**src/rtl/core/annealing_acceptance_unit_macros.svh**
```systemverilog
// Assertion macros shared by the annealing acceptance unit.
// Every assertion samples on the rising edge of clk and is off while rst_n is low.
`ifndef ANNEALING_ACCEPTANCE_UNIT_MACROS_SVH
`define ANNEALING_ACCEPTANCE_UNIT_MACROS_SVH
`ifndef SYNTHESIS
`define AAU_ASSERT(lbl, prop, msg) \
    lbl: assert property (@(posedge clk) disable iff (!rst_n) (prop)) else $error(msg);
`define AAU_NEVER(lbl, cond, msg) \
    `AAU_ASSERT(lbl, !(cond), msg)
`else
`define AAU_ASSERT(lbl, prop, msg)
`define AAU_NEVER(lbl, cond, msg)
`endif
`endif

```
**src/rtl/core/aau_pkg.sv**
```systemverilog
package aau_pkg;

    // Default widths of the error and random fields.
    localparam int ERROR_BITS_DEF  = 32;
    localparam int RANDOM_BITS_DEF = 16;

    // Configuration port.
    localparam int CFG_DATA_BITS  = 32;
    localparam int CFG_INDEX_BITS = 2;

    typedef enum logic [CFG_INDEX_BITS-1:0] {
        CFG_BREAK_THRESHOLD   = 2'd0,
        CFG_START_TEMPERATURE = 2'd1,
        CFG_COOLING_FACTOR    = 2'd2,
        CFG_ITERATION_LIMIT   = 2'd3
    } cfg_index_t;

    // Register reset values.
    localparam logic [31:0] THRESHOLD_RESET = 32'd655;
    localparam logic [31:0] TSTART_RESET    = 32'd65536;
    localparam logic [15:0] COOL_RESET      = 16'd65470;
    localparam logic [15:0] LIMIT_RESET     = 16'd5000;

    // Operation codes carried in tuser.
    localparam logic OP_START     = 1'b0;
    localparam logic OP_CANDIDATE = 1'b1;

    // Fixed-point layout of the acceptance probability.
    localparam int COOL_BITS   = 16;
    localparam int COUNT_BITS  = 16;
    localparam int FRAC_BITS   = 16;
    localparam int INT_BITS    = 4;
    localparam int X_BITS      = FRAC_BITS + INT_BITS;
    localparam int FEED_BITS   = 17;
    localparam int TERM_BITS   = 33;
    localparam int NUM_BITS    = 32;
    localparam int SUM_BITS    = 34;
    localparam int P_BITS      = 17;
    localparam int RECIP_BITS  = 49;
    localparam int N_BITS      = 4;
    localparam int SDIV_BITS   = 8;
    localparam int EXP_SHIFT   = 32;

    localparam logic [TERM_BITS-1:0]  TERM_ONE     = {1'b1, 32'b0};
    localparam logic [RECIP_BITS-1:0] RECIP_ONE    = {1'b1, 48'b0};
    localparam logic [31:0]           EXP_M1_Q32   = 32'd1580030169;
    localparam logic [31:0]           ROUND_HALF   = 32'h8000_0000;
    localparam logic [N_BITS-1:0]     TAYLOR_TERMS = 4'd12;

    // Step counts of the serial units.
    localparam int STEP_BITS   = 5;
    localparam int DIVX_STEPS  = X_BITS;
    localparam int RECIP_STEPS = P_BITS;
    localparam int SDIV_STEPS  = NUM_BITS / SDIV_BITS;

    typedef enum logic [3:0] {
        ST_IDLE,
        ST_LOAD,
        ST_DIVX,
        ST_TINIT,
        ST_TMUL,
        ST_TDIV,
        ST_RPREP,
        ST_RDIV,
        ST_PLOAD,
        ST_SCALE,
        ST_DECIDE,
        ST_COMMIT
    } state_t;

    // Commands from the controller to the datapath.
    typedef struct packed {
        logic capture;
        logic prep_x;
        logic div_step;
        logic tay_init;
        logic tay_mul;
        logic sdiv_step;
        logic sdiv_last;
        logic prep_recip;
        logic p_load;
        logic scale_step;
        logic decide;
        logic commit;
    } ctrl_cmd_t;

    // Status from the datapath to the controller.
    typedef struct packed {
        logic op_start;
        logic done;
        logic downhill;
        logic k_big;
        logic term_last;
        logic k_zero;
        logic out_free;
    } ctrl_sts_t;

endpackage

```
**src/rtl/core/aau_ctrl.sv**
```systemverilog
`include "annealing_acceptance_unit_macros.svh"

module aau_ctrl
(
    input  logic               clk,
    input  logic               rst_n,
    input  logic               in_valid,
    output logic               in_ready,
    input  aau_pkg::ctrl_sts_t sts,
    output aau_pkg::ctrl_cmd_t cmd
);

    localparam logic [aau_pkg::STEP_BITS-1:0] DIVX_LAST  =
        aau_pkg::STEP_BITS'(aau_pkg::DIVX_STEPS - 1);
    localparam logic [aau_pkg::STEP_BITS-1:0] RECIP_LAST =
        aau_pkg::STEP_BITS'(aau_pkg::RECIP_STEPS - 1);
    localparam logic [aau_pkg::STEP_BITS-1:0] SDIV_LAST  =
        aau_pkg::STEP_BITS'(aau_pkg::SDIV_STEPS - 1);
    localparam logic [aau_pkg::STEP_BITS-1:0] STEP_LIMIT =
        aau_pkg::STEP_BITS'(aau_pkg::DIVX_STEPS);

    aau_pkg::state_t state_reg;
    aau_pkg::state_t state_next;
    logic [aau_pkg::STEP_BITS-1:0] cnt_reg;
    logic [aau_pkg::STEP_BITS-1:0] cnt_next;
    logic [10:0] cmd_excl;

    // State and step counter registers.
    always_ff @(posedge clk or negedge rst_n)
    begin
        if (!rst_n)
        begin
            state_reg <= aau_pkg::ST_IDLE;
            cnt_reg   <= '0;
        end
        else
        begin
            state_reg <= state_next;
            cnt_reg   <= cnt_next;
        end
    end

    // Next state and commands.
    always_comb
    begin
        state_next = state_reg;
        cnt_next   = cnt_reg;
        cmd        = '0;
        in_ready   = 1'b0;
        case (state_reg)
            aau_pkg::ST_IDLE:
            begin
                in_ready = 1'b1;
                if (in_valid)
                begin
                    cmd.capture = 1'b1;
                    state_next  = aau_pkg::ST_LOAD;
                end
            end
            aau_pkg::ST_LOAD:
            begin
                cmd.prep_x = 1'b1;
                cnt_next   = '0;
                if (sts.op_start || sts.done || sts.downhill)
                begin
                    state_next = aau_pkg::ST_COMMIT;
                end
                else if (sts.k_big)
                begin
                    state_next = aau_pkg::ST_DECIDE;
                end
                else
                begin
                    state_next = aau_pkg::ST_DIVX;
                end
            end
            aau_pkg::ST_DIVX:
            begin
                cmd.div_step = 1'b1;
                if (cnt_reg == DIVX_LAST)
                begin
                    state_next = aau_pkg::ST_TINIT;
                end
                else
                begin
                    cnt_next = cnt_reg + 1'b1;
                end
            end
            aau_pkg::ST_TINIT:
            begin
                cmd.tay_init = 1'b1;
                state_next   = aau_pkg::ST_TMUL;
            end
            aau_pkg::ST_TMUL:
            begin
                cmd.tay_mul = 1'b1;
                cnt_next    = '0;
                state_next  = aau_pkg::ST_TDIV;
            end
            aau_pkg::ST_TDIV:
            begin
                cmd.sdiv_step = 1'b1;
                if (cnt_reg == SDIV_LAST)
                begin
                    cmd.sdiv_last = 1'b1;
                    state_next    = sts.term_last ? aau_pkg::ST_RPREP : aau_pkg::ST_TMUL;
                end
                else
                begin
                    cnt_next = cnt_reg + 1'b1;
                end
            end
            aau_pkg::ST_RPREP:
            begin
                cmd.prep_recip = 1'b1;
                cnt_next       = '0;
                state_next     = aau_pkg::ST_RDIV;
            end
            aau_pkg::ST_RDIV:
            begin
                cmd.div_step = 1'b1;
                if (cnt_reg == RECIP_LAST)
                begin
                    state_next = aau_pkg::ST_PLOAD;
                end
                else
                begin
                    cnt_next = cnt_reg + 1'b1;
                end
            end
            aau_pkg::ST_PLOAD:
            begin
                cmd.p_load = 1'b1;
                state_next = aau_pkg::ST_SCALE;
            end
            aau_pkg::ST_SCALE:
            begin
                if (sts.k_zero)
                begin
                    state_next = aau_pkg::ST_DECIDE;
                end
                else
                begin
                    cmd.scale_step = 1'b1;
                end
            end
            aau_pkg::ST_DECIDE:
            begin
                cmd.decide = 1'b1;
                state_next = aau_pkg::ST_COMMIT;
            end
            aau_pkg::ST_COMMIT:
            begin
                if (sts.out_free)
                begin
                    cmd.commit = 1'b1;
                    state_next = aau_pkg::ST_IDLE;
                end
            end
            default:
            begin
                state_next = aau_pkg::ST_IDLE;
            end
        endcase
    end

    // Apart from sdiv_last, which comes with the final sdiv_step, commands that load datapath registers never overlap.
    assign cmd_excl = {cmd.capture, cmd.prep_x, cmd.div_step, cmd.tay_init, cmd.tay_mul,
                       cmd.sdiv_step, cmd.prep_recip, cmd.p_load, cmd.scale_step,
                       cmd.decide, cmd.commit};

    `AAU_ASSERT(a_cmd_exclusive, $onehot0(cmd_excl), "datapath commands overlap")
    `AAU_ASSERT(a_step_bound, cnt_reg < STEP_LIMIT, "step counter beyond longest loop")
    `AAU_ASSERT(a_capture_idle, cmd.capture |=> !in_ready, "second beat taken while busy")

endmodule

```
**src/rtl/core/aau_datapath.sv**
```systemverilog
`include "annealing_acceptance_unit_macros.svh"

module aau_datapath #(
    parameter int ERROR_BITS  = aau_pkg::ERROR_BITS_DEF,
    parameter int RANDOM_BITS = aau_pkg::RANDOM_BITS_DEF
)
(
    input  logic                               clk,
    input  logic                               rst_n,
    input  logic                               cfg_we,
    input  logic [aau_pkg::CFG_INDEX_BITS-1:0] cfg_index,
    input  logic [aau_pkg::CFG_DATA_BITS-1:0]  cfg_data,
    input  logic                               in_op,
    input  logic [ERROR_BITS-1:0]              in_error,
    input  logic [RANDOM_BITS-1:0]             in_random,
    input  aau_pkg::ctrl_cmd_t                 cmd,
    output aau_pkg::ctrl_sts_t                 sts,
    input  logic                               out_ready,
    output logic                               out_valid,
    output logic                               out_accept,
    output logic                               out_new_best,
    output logic [ERROR_BITS-1:0]              out_best_error,
    output logic [ERROR_BITS-1:0]              out_temperature,
    output logic                               out_finished
);

    localparam int DIV_BITS   = (ERROR_BITS > aau_pkg::SUM_BITS) ? ERROR_BITS
                                                                 : aau_pkg::SUM_BITS;
    localparam int CMP_BITS   = aau_pkg::P_BITS + RANDOM_BITS;
    localparam int SCALE_BITS = aau_pkg::P_BITS + aau_pkg::EXP_SHIFT;
    localparam int CP_BITS    = ERROR_BITS + aau_pkg::COOL_BITS;
    localparam int PROD_BITS  = aau_pkg::TERM_BITS + aau_pkg::FRAC_BITS;
    localparam int INT_BITS   = aau_pkg::INT_BITS;
    localparam int FEED_BITS  = aau_pkg::FEED_BITS;
    localparam int FRAC_BITS  = aau_pkg::FRAC_BITS;
    localparam int NUM_BITS   = aau_pkg::NUM_BITS;
    localparam int SDIV_BITS  = aau_pkg::SDIV_BITS;
    localparam int N_BITS     = aau_pkg::N_BITS;
    localparam logic [aau_pkg::COUNT_BITS-1:0] COUNT_MAX = '1;
    localparam logic [aau_pkg::P_BITS-1:0] P_ONE =
        aau_pkg::P_BITS'(1) << FRAC_BITS;

    // Configuration and persistent state.
    logic [ERROR_BITS-1:0]           thr_reg;
    logic [ERROR_BITS-1:0]           tstart_reg;
    logic [aau_pkg::COOL_BITS-1:0]   cool_reg;
    logic [aau_pkg::COUNT_BITS-1:0]  limit_reg;
    logic [ERROR_BITS-1:0]           last_reg,  last_next;
    logic [ERROR_BITS-1:0]           best_reg,  best_next;
    logic [ERROR_BITS-1:0]           temp_reg,  temp_next;
    logic [aau_pkg::COUNT_BITS-1:0]  count_reg, count_next;
    logic                            done_reg,  done_next;
    logic                            out_valid_reg, out_valid_next;

    // Working registers.
    logic                            op_reg;
    logic [ERROR_BITS-1:0]           err_reg;
    logic [RANDOM_BITS-1:0]          rnd_reg;
    logic [DIV_BITS-1:0]             rem_reg,  rem_next;
    logic [DIV_BITS-1:0]             den_reg,  den_next;
    logic [FEED_BITS-1:0]            feed_reg, feed_next;
    logic [aau_pkg::X_BITS-1:0]      quo_reg,  quo_next;
    logic [FRAC_BITS-1:0]            f_reg,    f_next;
    logic [INT_BITS-1:0]             k_reg,    k_next;
    logic [aau_pkg::TERM_BITS-1:0]   term_reg, term_next;
    logic [aau_pkg::SUM_BITS-1:0]    sum_reg,  sum_next;
    logic [N_BITS-1:0]               n_reg,    n_next;
    logic [NUM_BITS-1:0]             num_reg,  num_next;
    logic [NUM_BITS-1:0]             sq_reg,   sq_next;
    logic [N_BITS-1:0]               sr_reg,   sr_next;
    logic [aau_pkg::P_BITS-1:0]      p_reg,    p_next;
    logic                            up_reg,   up_next;
    logic                            acc_reg,  acc_next;
    logic                            nb_reg,   nb_next;
    logic [ERROR_BITS-1:0]           obest_reg, otemp_reg;
    logic                            ofin_reg;

    // Combinational terms.
    logic [ERROR_BITS-1:0]           diff;
    logic                            downhill;
    logic                            k_big;
    logic [DIV_BITS:0]               trial;
    logic [DIV_BITS:0]               trial_sub;
    logic                            trial_ge;
    logic [PROD_BITS-1:0]            tprod;
    logic [SDIV_BITS-1:0]            qbyte;
    logic [N_BITS-1:0]               qrem;
    logic [NUM_BITS-1:0]             term_new;
    logic [aau_pkg::RECIP_BITS-1:0]  recip_num;
    logic [SCALE_BITS-1:0]           sprod;
    logic [CMP_BITS-1:0]             cmp_lhs;
    logic [CMP_BITS-1:0]             cmp_rhs;
    logic [CP_BITS-1:0]              cool_prod;
    logic [ERROR_BITS-1:0]           cooled;
    logic [aau_pkg::COUNT_BITS-1:0]  count_inc;

    // Comparisons against the last accepted error and the temperature.
    assign diff     = err_reg - last_reg;
    assign downhill = err_reg <= last_reg;
    assign k_big    = {{INT_BITS{1'b0}}, diff} >= {temp_reg, {INT_BITS{1'b0}}};

    // One restoring step of the shared divider.
    assign trial     = {rem_reg, feed_reg[FEED_BITS-1]};
    assign trial_sub = trial - {1'b0, den_reg};
    assign trial_ge  = trial >= {1'b0, den_reg};

    // Product of the current series term and the fraction.
    assign tprod = PROD_BITS'(term_reg) * PROD_BITS'(f_reg);

    // Eight bits of the series term divided by its index.
    always_comb
    begin
        logic [N_BITS:0] t;
        logic [N_BITS-1:0] r;
        r     = sr_reg;
        qbyte = '0;
        for (int i = 0; i < SDIV_BITS; i++)
        begin
            t = {r, num_reg[NUM_BITS-1-i]};
            if (t >= {1'b0, n_reg})
            begin
                t                     = t - {1'b0, n_reg};
                qbyte[SDIV_BITS-1-i]  = 1'b1;
            end
            r = t[N_BITS-1:0];
        end
        qrem = r;
    end

    assign term_new  = {sq_reg[NUM_BITS-SDIV_BITS-1:0], qbyte};
    assign recip_num = aau_pkg::RECIP_ONE +
                       aau_pkg::RECIP_BITS'(sum_reg >> 1);
    assign sprod     = SCALE_BITS'(p_reg) * SCALE_BITS'(aau_pkg::EXP_M1_Q32) +
                       SCALE_BITS'(aau_pkg::ROUND_HALF);
    assign cmp_lhs   = CMP_BITS'({rnd_reg, {FRAC_BITS{1'b0}}});
    assign cmp_rhs   = CMP_BITS'(p_reg) * CMP_BITS'({RANDOM_BITS{1'b1}});
    assign cool_prod = CP_BITS'(temp_reg) * CP_BITS'(cool_reg);
    assign cooled    = cool_prod[FRAC_BITS +: ERROR_BITS];
    assign count_inc = (count_reg == COUNT_MAX) ? count_reg : count_reg + 1'b1;

    // Outcome of the beat at commit time.
    always_comb
    begin
        last_next  = last_reg;
        best_next  = best_reg;
        temp_next  = temp_reg;
        count_next = count_reg;
        done_next  = done_reg;
        acc_next   = 1'b0;
        nb_next    = 1'b0;
        if (op_reg == aau_pkg::OP_START)
        begin
            last_next  = err_reg;
            best_next  = err_reg;
            temp_next  = tstart_reg;
            count_next = '0;
            done_next  = 1'b0;
            acc_next   = 1'b1;
            nb_next    = 1'b1;
        end
        else if (!done_reg)
        begin
            count_next = count_inc;
            if (downhill)
            begin
                acc_next  = 1'b1;
                last_next = err_reg;
                if (err_reg < best_reg)
                begin
                    best_next = err_reg;
                    nb_next   = 1'b1;
                end
            end
            else if (up_reg)
            begin
                acc_next  = 1'b1;
                last_next = err_reg;
                temp_next = cooled;
            end
            done_next = (count_inc >= limit_reg) || (best_next < thr_reg);
        end
    end

    // Working register updates.
    always_comb
    begin
        rem_next  = rem_reg;
        den_next  = den_reg;
        feed_next = feed_reg;
        quo_next  = quo_reg;
        f_next    = f_reg;
        k_next    = k_reg;
        term_next = term_reg;
        sum_next  = sum_reg;
        n_next    = n_reg;
        num_next  = num_reg;
        sq_next   = sq_reg;
        sr_next   = sr_reg;
        p_next    = p_reg;
        up_next   = up_reg;
        if (cmd.prep_x)
        begin
            rem_next  = DIV_BITS'(diff >> INT_BITS);
            feed_next = {diff[INT_BITS-1:0], {(FEED_BITS-INT_BITS){1'b0}}};
            den_next  = DIV_BITS'(temp_reg);
            quo_next  = '0;
            p_next    = '0;
        end
        if (cmd.div_step)
        begin
            rem_next  = trial_ge ? trial_sub[DIV_BITS-1:0] : trial[DIV_BITS-1:0];
            quo_next  = {quo_reg[aau_pkg::X_BITS-2:0], trial_ge};
            feed_next = {feed_reg[FEED_BITS-2:0], 1'b0};
        end
        if (cmd.tay_init)
        begin
            f_next    = quo_reg[FRAC_BITS-1:0];
            k_next    = quo_reg[aau_pkg::X_BITS-1:FRAC_BITS];
            term_next = aau_pkg::TERM_ONE;
            sum_next  = aau_pkg::SUM_BITS'(aau_pkg::TERM_ONE);
            n_next    = N_BITS'(1);
        end
        if (cmd.tay_mul)
        begin
            num_next = tprod[FRAC_BITS +: NUM_BITS];
            sq_next  = '0;
            sr_next  = '0;
        end
        if (cmd.sdiv_step)
        begin
            num_next = num_reg << SDIV_BITS;
            sq_next  = term_new;
            sr_next  = qrem;
        end
        if (cmd.sdiv_last)
        begin
            term_next = aau_pkg::TERM_BITS'(term_new);
            sum_next  = sum_reg + aau_pkg::SUM_BITS'(term_new);
            n_next    = n_reg + 1'b1;
        end
        if (cmd.prep_recip)
        begin
            rem_next  = DIV_BITS'(recip_num[aau_pkg::RECIP_BITS-1:FEED_BITS]);
            feed_next = recip_num[FEED_BITS-1:0];
            den_next  = DIV_BITS'(sum_reg);
            quo_next  = '0;
        end
        if (cmd.p_load)
        begin
            p_next = quo_reg[aau_pkg::P_BITS-1:0];
        end
        if (cmd.scale_step)
        begin
            p_next = sprod[SCALE_BITS-1:aau_pkg::EXP_SHIFT];
            k_next = k_reg - 1'b1;
        end
        if (cmd.decide)
        begin
            up_next = cmp_lhs <= cmp_rhs;
        end
    end

    // Output register valid flag.
    always_comb
    begin
        out_valid_next = out_valid_reg;
        if (cmd.commit)
        begin
            out_valid_next = 1'b1;
        end
        else if (out_ready)
        begin
            out_valid_next = 1'b0;
        end
    end

    // Configuration, persistent state and output valid.
    always_ff @(posedge clk or negedge rst_n)
    begin
        if (!rst_n)
        begin
            thr_reg       <= ERROR_BITS'(aau_pkg::THRESHOLD_RESET);
            tstart_reg    <= ERROR_BITS'(aau_pkg::TSTART_RESET);
            cool_reg      <= aau_pkg::COOL_RESET;
            limit_reg     <= aau_pkg::LIMIT_RESET;
            last_reg      <= '0;
            best_reg      <= '1;
            temp_reg      <= ERROR_BITS'(aau_pkg::TSTART_RESET);
            count_reg     <= '0;
            done_reg      <= 1'b0;
            out_valid_reg <= 1'b0;
        end
        else
        begin
            out_valid_reg <= out_valid_next;
            if (cfg_we)
            begin
                case (cfg_index)
                    aau_pkg::CFG_BREAK_THRESHOLD:   thr_reg    <= ERROR_BITS'(cfg_data);
                    aau_pkg::CFG_START_TEMPERATURE: tstart_reg <= ERROR_BITS'(cfg_data);
                    aau_pkg::CFG_COOLING_FACTOR:
                        cool_reg  <= cfg_data[aau_pkg::COOL_BITS-1:0];
                    aau_pkg::CFG_ITERATION_LIMIT:
                        limit_reg <= cfg_data[aau_pkg::COUNT_BITS-1:0];
                    default:
                    begin
                    end
                endcase
            end
            if (cmd.commit)
            begin
                last_reg  <= last_next;
                best_reg  <= best_next;
                temp_reg  <= temp_next;
                count_reg <= count_next;
                done_reg  <= done_next;
            end
        end
    end

    // Payload and working registers.
    always_ff @(posedge clk)
    begin
        if (cmd.capture)
        begin
            op_reg  <= in_op;
            err_reg <= in_error;
            rnd_reg <= in_random;
        end
        rem_reg  <= rem_next;
        den_reg  <= den_next;
        feed_reg <= feed_next;
        quo_reg  <= quo_next;
        f_reg    <= f_next;
        k_reg    <= k_next;
        term_reg <= term_next;
        sum_reg  <= sum_next;
        n_reg    <= n_next;
        num_reg  <= num_next;
        sq_reg   <= sq_next;
        sr_reg   <= sr_next;
        p_reg    <= p_next;
        up_reg   <= up_next;
        if (cmd.commit)
        begin
            acc_reg   <= acc_next;
            nb_reg    <= nb_next;
            obest_reg <= best_next;
            otemp_reg <= temp_next;
            ofin_reg  <= done_next;
        end
    end

    // Status to the controller.
    assign sts.op_start  = op_reg == aau_pkg::OP_START;
    assign sts.done      = done_reg;
    assign sts.downhill  = downhill;
    assign sts.k_big     = k_big;
    assign sts.term_last = n_reg == aau_pkg::TAYLOR_TERMS;
    assign sts.k_zero    = k_reg == '0;
    assign sts.out_free  = !out_valid_reg || out_ready;

    assign out_valid       = out_valid_reg;
    assign out_accept      = acc_reg;
    assign out_new_best    = nb_reg;
    assign out_best_error  = obest_reg;
    assign out_temperature = otemp_reg;
    assign out_finished    = ofin_reg;

    `AAU_ASSERT(a_rem_bound, $past(cmd.div_step) |-> (rem_reg < den_reg),
        "divider remainder not below divisor")
    `AAU_ASSERT(a_p_bound, $past(cmd.p_load) |-> (p_reg <= P_ONE),
        "probability above one after reciprocal")
    `AAU_NEVER(a_commit_busy, cmd.commit && out_valid_reg && !out_ready,
        "result overwritten before it was taken")

endmodule

```
**src/rtl/core/annealing_acceptance_unit.sv**
```systemverilog
// Channel   Direction  Signals                       Content
// s_axis    in         s_tvalid s_tready s_tdata     error_value, random_fraction
//                      s_tuser                       op
// m_axis    out        m_tvalid m_tready m_tdata     accept, new_best, best_error,
//                                                    temperature, finished
// cfg       in         cfg_we cfg_index cfg_data     four configuration registers
//
// A start beat, a candidate after finishing and a candidate that is not worse go from
// the load state straight to commit, a worse one with vanishing probability through the
// decision state first, and the full path (k up to 15, the integer part of diff/T) runs
// 20 divider steps for diff/T, 12 series terms, 17 reciprocal steps and k exp(-1) rounds.
// Reset clears state and configuration at once; no clearing pass is needed.
// A new beat is accepted while a result waits; its own result stalls until that one goes.

module annealing_acceptance_unit #(
    parameter int ERROR_BITS     = aau_pkg::ERROR_BITS_DEF,
    parameter int RANDOM_BITS    = aau_pkg::RANDOM_BITS_DEF,
    localparam int IN_DATA_BITS  = ((ERROR_BITS + RANDOM_BITS + 7) / 8) * 8,
    localparam int OUT_FIELDS    = 2 * ERROR_BITS + 3,
    localparam int OUT_DATA_BITS = ((OUT_FIELDS + 7) / 8) * 8
)
(
    input  logic                               clk,
    input  logic                               rst_n,
    input  logic                               cfg_we,
    input  logic [aau_pkg::CFG_INDEX_BITS-1:0] cfg_index,
    input  logic [aau_pkg::CFG_DATA_BITS-1:0]  cfg_data,
    input  logic                               s_tvalid,
    output logic                               s_tready,
    // error_value, random_fraction
    input  logic [IN_DATA_BITS-1:0]            s_tdata,
    // op
    input  logic [0:0]                         s_tuser,
    output logic                               m_tvalid,
    input  logic                               m_tready,
    // accept, new_best, best_error, temperature, finished
    output logic [OUT_DATA_BITS-1:0]           m_tdata
);

    aau_pkg::ctrl_cmd_t cmd;
    aau_pkg::ctrl_sts_t sts;
    logic                  res_accept;
    logic                  res_new_best;
    logic [ERROR_BITS-1:0] res_best_error;
    logic [ERROR_BITS-1:0] res_temperature;
    logic                  res_finished;

    // Sequencer.
    aau_ctrl u_ctrl
    (
        .clk      (clk),
        .rst_n    (rst_n),
        .in_valid (s_tvalid),
        .in_ready (s_tready),
        .sts      (sts),
        .cmd      (cmd)
    );

    // Arithmetic, state and output register.
    aau_datapath #(
        .ERROR_BITS  (ERROR_BITS),
        .RANDOM_BITS (RANDOM_BITS)
    ) u_datapath
    (
        .clk             (clk),
        .rst_n           (rst_n),
        .cfg_we          (cfg_we),
        .cfg_index       (cfg_index),
        .cfg_data        (cfg_data),
        .in_op           (s_tuser[0]),
        .in_error        (s_tdata[ERROR_BITS-1:0]),
        .in_random       (s_tdata[ERROR_BITS +: RANDOM_BITS]),
        .cmd             (cmd),
        .sts             (sts),
        .out_ready       (m_tready),
        .out_valid       (m_tvalid),
        .out_accept      (res_accept),
        .out_new_best    (res_new_best),
        .out_best_error  (res_best_error),
        .out_temperature (res_temperature),
        .out_finished    (res_finished)
    );

    // Pack the result beat, first field lowest.
    assign m_tdata = OUT_DATA_BITS'({res_finished, res_temperature, res_best_error,
                                     res_new_best, res_accept});

endmodule

```
**config.mk**
```make
export PLATFORM = sky130hd
export DESIGN_NAME = annealing_acceptance_unit
export DESIGN_NICKNAME = d
export VERILOG_FILES = /design/src/rtl/core/aau_pkg.sv /design/src/rtl/core/aau_ctrl.sv /design/src/rtl/core/aau_datapath.sv /design/src/rtl/core/annealing_acceptance_unit.sv
export VERILOG_INCLUDE_DIRS = /design/src /design/src/rtl/core
export SDC_FILE = /design/constraint.sdc
export NUM_CORES = 2
export LEC_CHECK = 0
export ABC_AREA = 1
export BUFFER_PORTS_ARGS = -buffer_cell sky130_fd_sc_hd__buf_4
export CAP_MARGIN = 0
export CELL_PAD_IN_SITES_DETAIL_PLACEMENT = 2
export CELL_PAD_IN_SITES_GLOBAL_PLACEMENT = 2
export CORE_ASPECT_RATIO = 1.2
export CORE_MARGIN = 5
export CORE_UTILIZATION = 44
export CTS_CLUSTER_DIAMETER = 60
export DETAILED_ROUTE_END_ITERATION = 16
export HOLD_SLACK_MARGIN = 0.15
export PLACE_DENSITY = 0.9
export SYNTH_ARGS = -nofsm -noshare
export SYNTH_HDL_FRONTEND = slang
export SYNTH_SLANG_ARGS = --single-unit
export TNS_END_PERCENT = 50
```
**constraint.sdc**
```tcl
create_clock -name clk -period 19.5 [get_ports clk]
set_input_delay 0.975 -clock clk [delete_from_list [all_inputs] [get_ports clk]]
set_output_delay 0.975 -clock clk [all_outputs]
set_load 0.01 [all_outputs]
```
==> summary.md <==
| Metric | Value |
|---|---|
| Status | finished clean |
| Startpoint-to-endpoint class of the critical path | reg -> reg |
| Number of synthesized flops with an enable pin | 359 |
| Final standard cell utilization of the core | 0.476 |
| Slew at the pin with the worst max-slew slack | between 1000 and 1500 ps |
| Worst R2R Setup Slack | 3140 ps |
| Placeable core region | about 0.18 mm^2 |
| Synth top area cells | sky130_fd_sc_hd__fa_1 (29%), sky130_fd_sc_hd__edfxtp_1 (13%), sky130_fd_sc_hd__ha_1 (12%), sky130_fd_sc_hd__inv_1 (10%), sky130_fd_sc_hd__nand2_1 (10%) |
| Effective utilization at floorplan | 0.441 |
| DRC violations left | 0 |
| Period utilization | 0.839 |
| Grt ovf | 0 |
| Estimated wirelength of the detail-placed design | 283 mm |
| Iteration-0 DRC count of the detailed router | a little under 6000 |
| Kind of end point of the critical path | flip-flop |
| Total via count after detailed routing | 75300 |
| Count of buffers inserted at the top-level ports | 156 |
| Synth area leader | sky130_fd_sc_hd__fa_1 |
| Endpoint of the worst-slack reg-to-reg timing path | u_datapath.sum_reg[24] |
| Required time at the worst-slack endpoint | 20040 ps |
| Global-route usage over all layers | 0.428 |
| Router iterations before antenna repair | 6 |
| Share of layout cells above drive strength 1 | 0.0535 |
| Growth of design area from synthesis to finish | 7.80% |
| Post-synthesis sequential area ratio | 0.210 |
| Clock tree root buffer cell | sky130_fd_sc_hd__clkbuf_16 |
| Headroom to the max-slew limit | 0.0177 |
| Post-CTS resize count | 0 |
| CTS sink count | 609 |
| Aggregate routed wire length | 416 mm |
| Most used DFF post-synth | sky130_fd_sc_hd__edfxtp_1 |
| Warnings, synthesis | 0 |
| Worst path slowest cell | sky130_fd_sc_hd__a211oi_1 |
| Worst-path fanout max | 11 |
| Vertical extent of the die | 479 um |
| Number of global-route vias before repair | 90800 |
| Most common cell after layout, fill and taps aside | sky130_fd_sc_hd__inv_1 |
| Maxcap violations | 0 |
| Worst endpoint data arrival time | 16910 ps |
| Share of synthesized registers carrying an async set or reset | 0.360 |
| Most used cells in the layout excluding fill and tap cells | sky130_fd_sc_hd__inv_1 (2197), sky130_fd_sc_hd__nand2_1 (2158), sky130_fd_sc_hd__fa_1 (1177), sky130_fd_sc_hd__ha_1 (765), sky130_fd_sc_hd__o21ai_0 (575) |
| Total die area | 0.192 mm^2 |
| Critical R2R Launch | u_datapath.n_reg[2] |
| Antenna violation net count after detailed routing | 0 |
| Die boundary width | 401 um |
| Average wire per standard cell | 34.5 um |
| Insertion delay to the later sink of the worst-skew pair | 740 ps |
| Clock transition time at the flip-flop clock pins of the worst setup and hold paths | approximately 70 ps |
| Most numerous cell on the critical path | sky130_fd_sc_hd__nand2_1 |
| Total clock buffers created by CTS | 78 |
| Slowest stage delay, CP | 720 ps |
| Total negative slack for setup checks | 0 ps |
| Vias per cell | between 6 and 7 |
| Setup Viol. Count Final | 0 |
| Timing endpoint of the critical path | u_datapath.sum_reg[24] |
| Final hold viol count | 0 |
| Count of unique library cells instantiated by Yosys | 65 |
| Gpl congestion | 0.910 |
| Minimum period implied by the final worst setup slack | 16360 ps |
| Timing-limited maximum frequency | 61.1 MHz |
| Maximum number of pins on one net before global-route repair | 89 |
| Layout Skew | 37.3 ps |
| Number of H-tree levels | 3 |
| Worst Hold Class | in -> async |
| Gate count of the mapped netlist | 9588 |
| Post-synthesis area per instance | roughly 8.4 um^2 |
| First-pass GRT wire length | 608 mm |
| Critical Path Start Type | flip-flop |
| Number of antenna violations at the first check in global routing | 15 |
| Cts hold-fix bufs | 0 |
| R2r worst-path depth | 87 |
| Fraction of synthesized cell area taken by the top area cell type | 0.293 |
| FF+latch count, synth | 609 |
| Critical Path Start | u_datapath.n_reg[2] |
| Count of final max-slew check failures | 0 |
| Number of primary I/O pins | 162 |
| Fin nets | 11600 |
| Synthesized cell area | 0.0806 mm^2 |
| Core Rows | ~170 |
| Number of buffers added for setup after CTS | 0 |
| Clock tree from TritonCTS | built |
| RSZ-0062 raised after global routing | no |
| Hold_ws | approximately 280 ps |
| Maximum buffer depth of the clock tree | 3 |
[worst max-delay path: cells and delay by family (launching register included)]
| kind | cells | cell delay (ps) |
|---|---|---|
| AND/OR/NAND/NOR | 45 | 5730 |
| AO/OA/AOI/OAI | 22 | 5240 |
| adder cells (fa/ha/maj) | 10 | 3330 |
| buffers and inverters | 9 | 1170 |
| flip-flops | 1 | 440 |
| XOR/XNOR | 1 | 220 |
[worst min path at each step]
stage                                      start                       to  slack, ps  depth (start not counted)
after detailed placement  u_datapath.quo_reg[13]     u_datapath.f_reg[13]        420                          0
after CTS                                  rst_n  u_datapath.last_reg[27]        290                          1
after global placement     u_datapath.quo_reg[0]      u_datapath.f_reg[0]        410                          0
final                                      rst_n   u_datapath.thr_reg[25]        280                          1
after floorplan            u_datapath.quo_reg[0]      u_datapath.f_reg[0]        410                          0
after global routing                       rst_n  u_datapath.last_reg[27]        330                          1
[area by class of cell]
| class | count | area (um^2) |
|---|---|---|
| inverters | 2204 | 8270 |
| fillers | 20100 | 95700 |
| well taps | 2436 | 3050 |
| clock buffers | 94 | 2140 |
| diodes | 7 | 17.5 |
| flip-flops and latches | 609 | 17000 |
| clock inverters | 52 | 531 |
| repair buffers | 247 | 1880 |
| multi-input cells | 6404 | 54000 |
[through the flow]
step / setup WS, ps / area, um^2 / std cells
floorplan: 6390 / 80600 / 9592
global placement: 4130 / 84100 / 11900
detailed placement: 3590 / 84100 / 11900
CTS: 3150 / 86800 / 12000
global route: 1740 / 86800 / 12000
finish: 3140 / 86800 / 12100
[per-layer routing]
layer  up-vias  global-route usage  routed length (um)
li1      29500                   -                   -
met1     38300               0.418              133000
met2      4853               0.728              200000
met3      2697               0.118               33500
met4        14               0.411               49200
met5         -             0.00371                 162
[cell usage after synthesis, types with 4 or more instances]
library cell               number
sky130_fd_sc_hd__inv_1       2197
sky130_fd_sc_hd__nand2_1     2162
sky130_fd_sc_hd__fa_1        1177
sky130_fd_sc_hd__ha_1         765
sky130_fd_sc_hd__o21ai_0      575
sky130_fd_sc_hd__a21oi_1      469
sky130_fd_sc_hd__nor2_1       396
sky130_fd_sc_hd__edfxtp_1     359
sky130_fd_sc_hd__clkbuf_1     353
sky130_fd_sc_hd__nand3_1      167
sky130_fd_sc_hd__dfrtp_1      160
sky130_fd_sc_hd__xor2_1        97
sky130_fd_sc_hd__xnor2_1       69
sky130_fd_sc_hd__nor3_1        65
sky130_fd_sc_hd__o22ai_1       64
sky130_fd_sc_hd__dfstp_2       59
sky130_fd_sc_hd__nand4_1       52
sky130_fd_sc_hd__a31oi_1       48
sky130_fd_sc_hd__dfxtp_1       31
sky130_fd_sc_hd__o21a_1        31
sky130_fd_sc_hd__o211ai_1      28
sky130_fd_sc_hd__nor4_1        25
sky130_fd_sc_hd__o21bai_1      25
sky130_fd_sc_hd__a21o_1        24
sky130_fd_sc_hd__a211oi_1      20
sky130_fd_sc_hd__o221ai_1      16
sky130_fd_sc_hd__or2_2         16
sky130_fd_sc_hd__buf_1         13
sky130_fd_sc_hd__and3_1         9
sky130_fd_sc_hd__o21ai_1        9
sky130_fd_sc_hd__o31ai_1        9
sky130_fd_sc_hd__a21boi_0       8
sky130_fd_sc_hd__buf_4          8
sky130_fd_sc_hd__nand2_2        7
sky130_fd_sc_hd__nand3_4        7
sky130_fd_sc_hd__a221oi_1       5
sky130_fd_sc_hd__nand2_4        5
sky130_fd_sc_hd__nor2_2         5
sky130_fd_sc_hd__o221a_2        5
sky130_fd_sc_hd__inv_2          4
[cells by family after synthesis]
kind of cell / synth area share
flip-flops: 0.210
AO/OA/AOI/OAI: 0.0933
XOR/XNOR: 0.0180
buffers and inverters: 0.121
AND/OR/NAND/NOR: 0.146
other: 0.0000466
adder cells (fa/ha/maj): 0.411
Power is left out: the tool's default activity adds up to more than one toggle a clock period on the data nets, which glitch-free logic cannot reach.
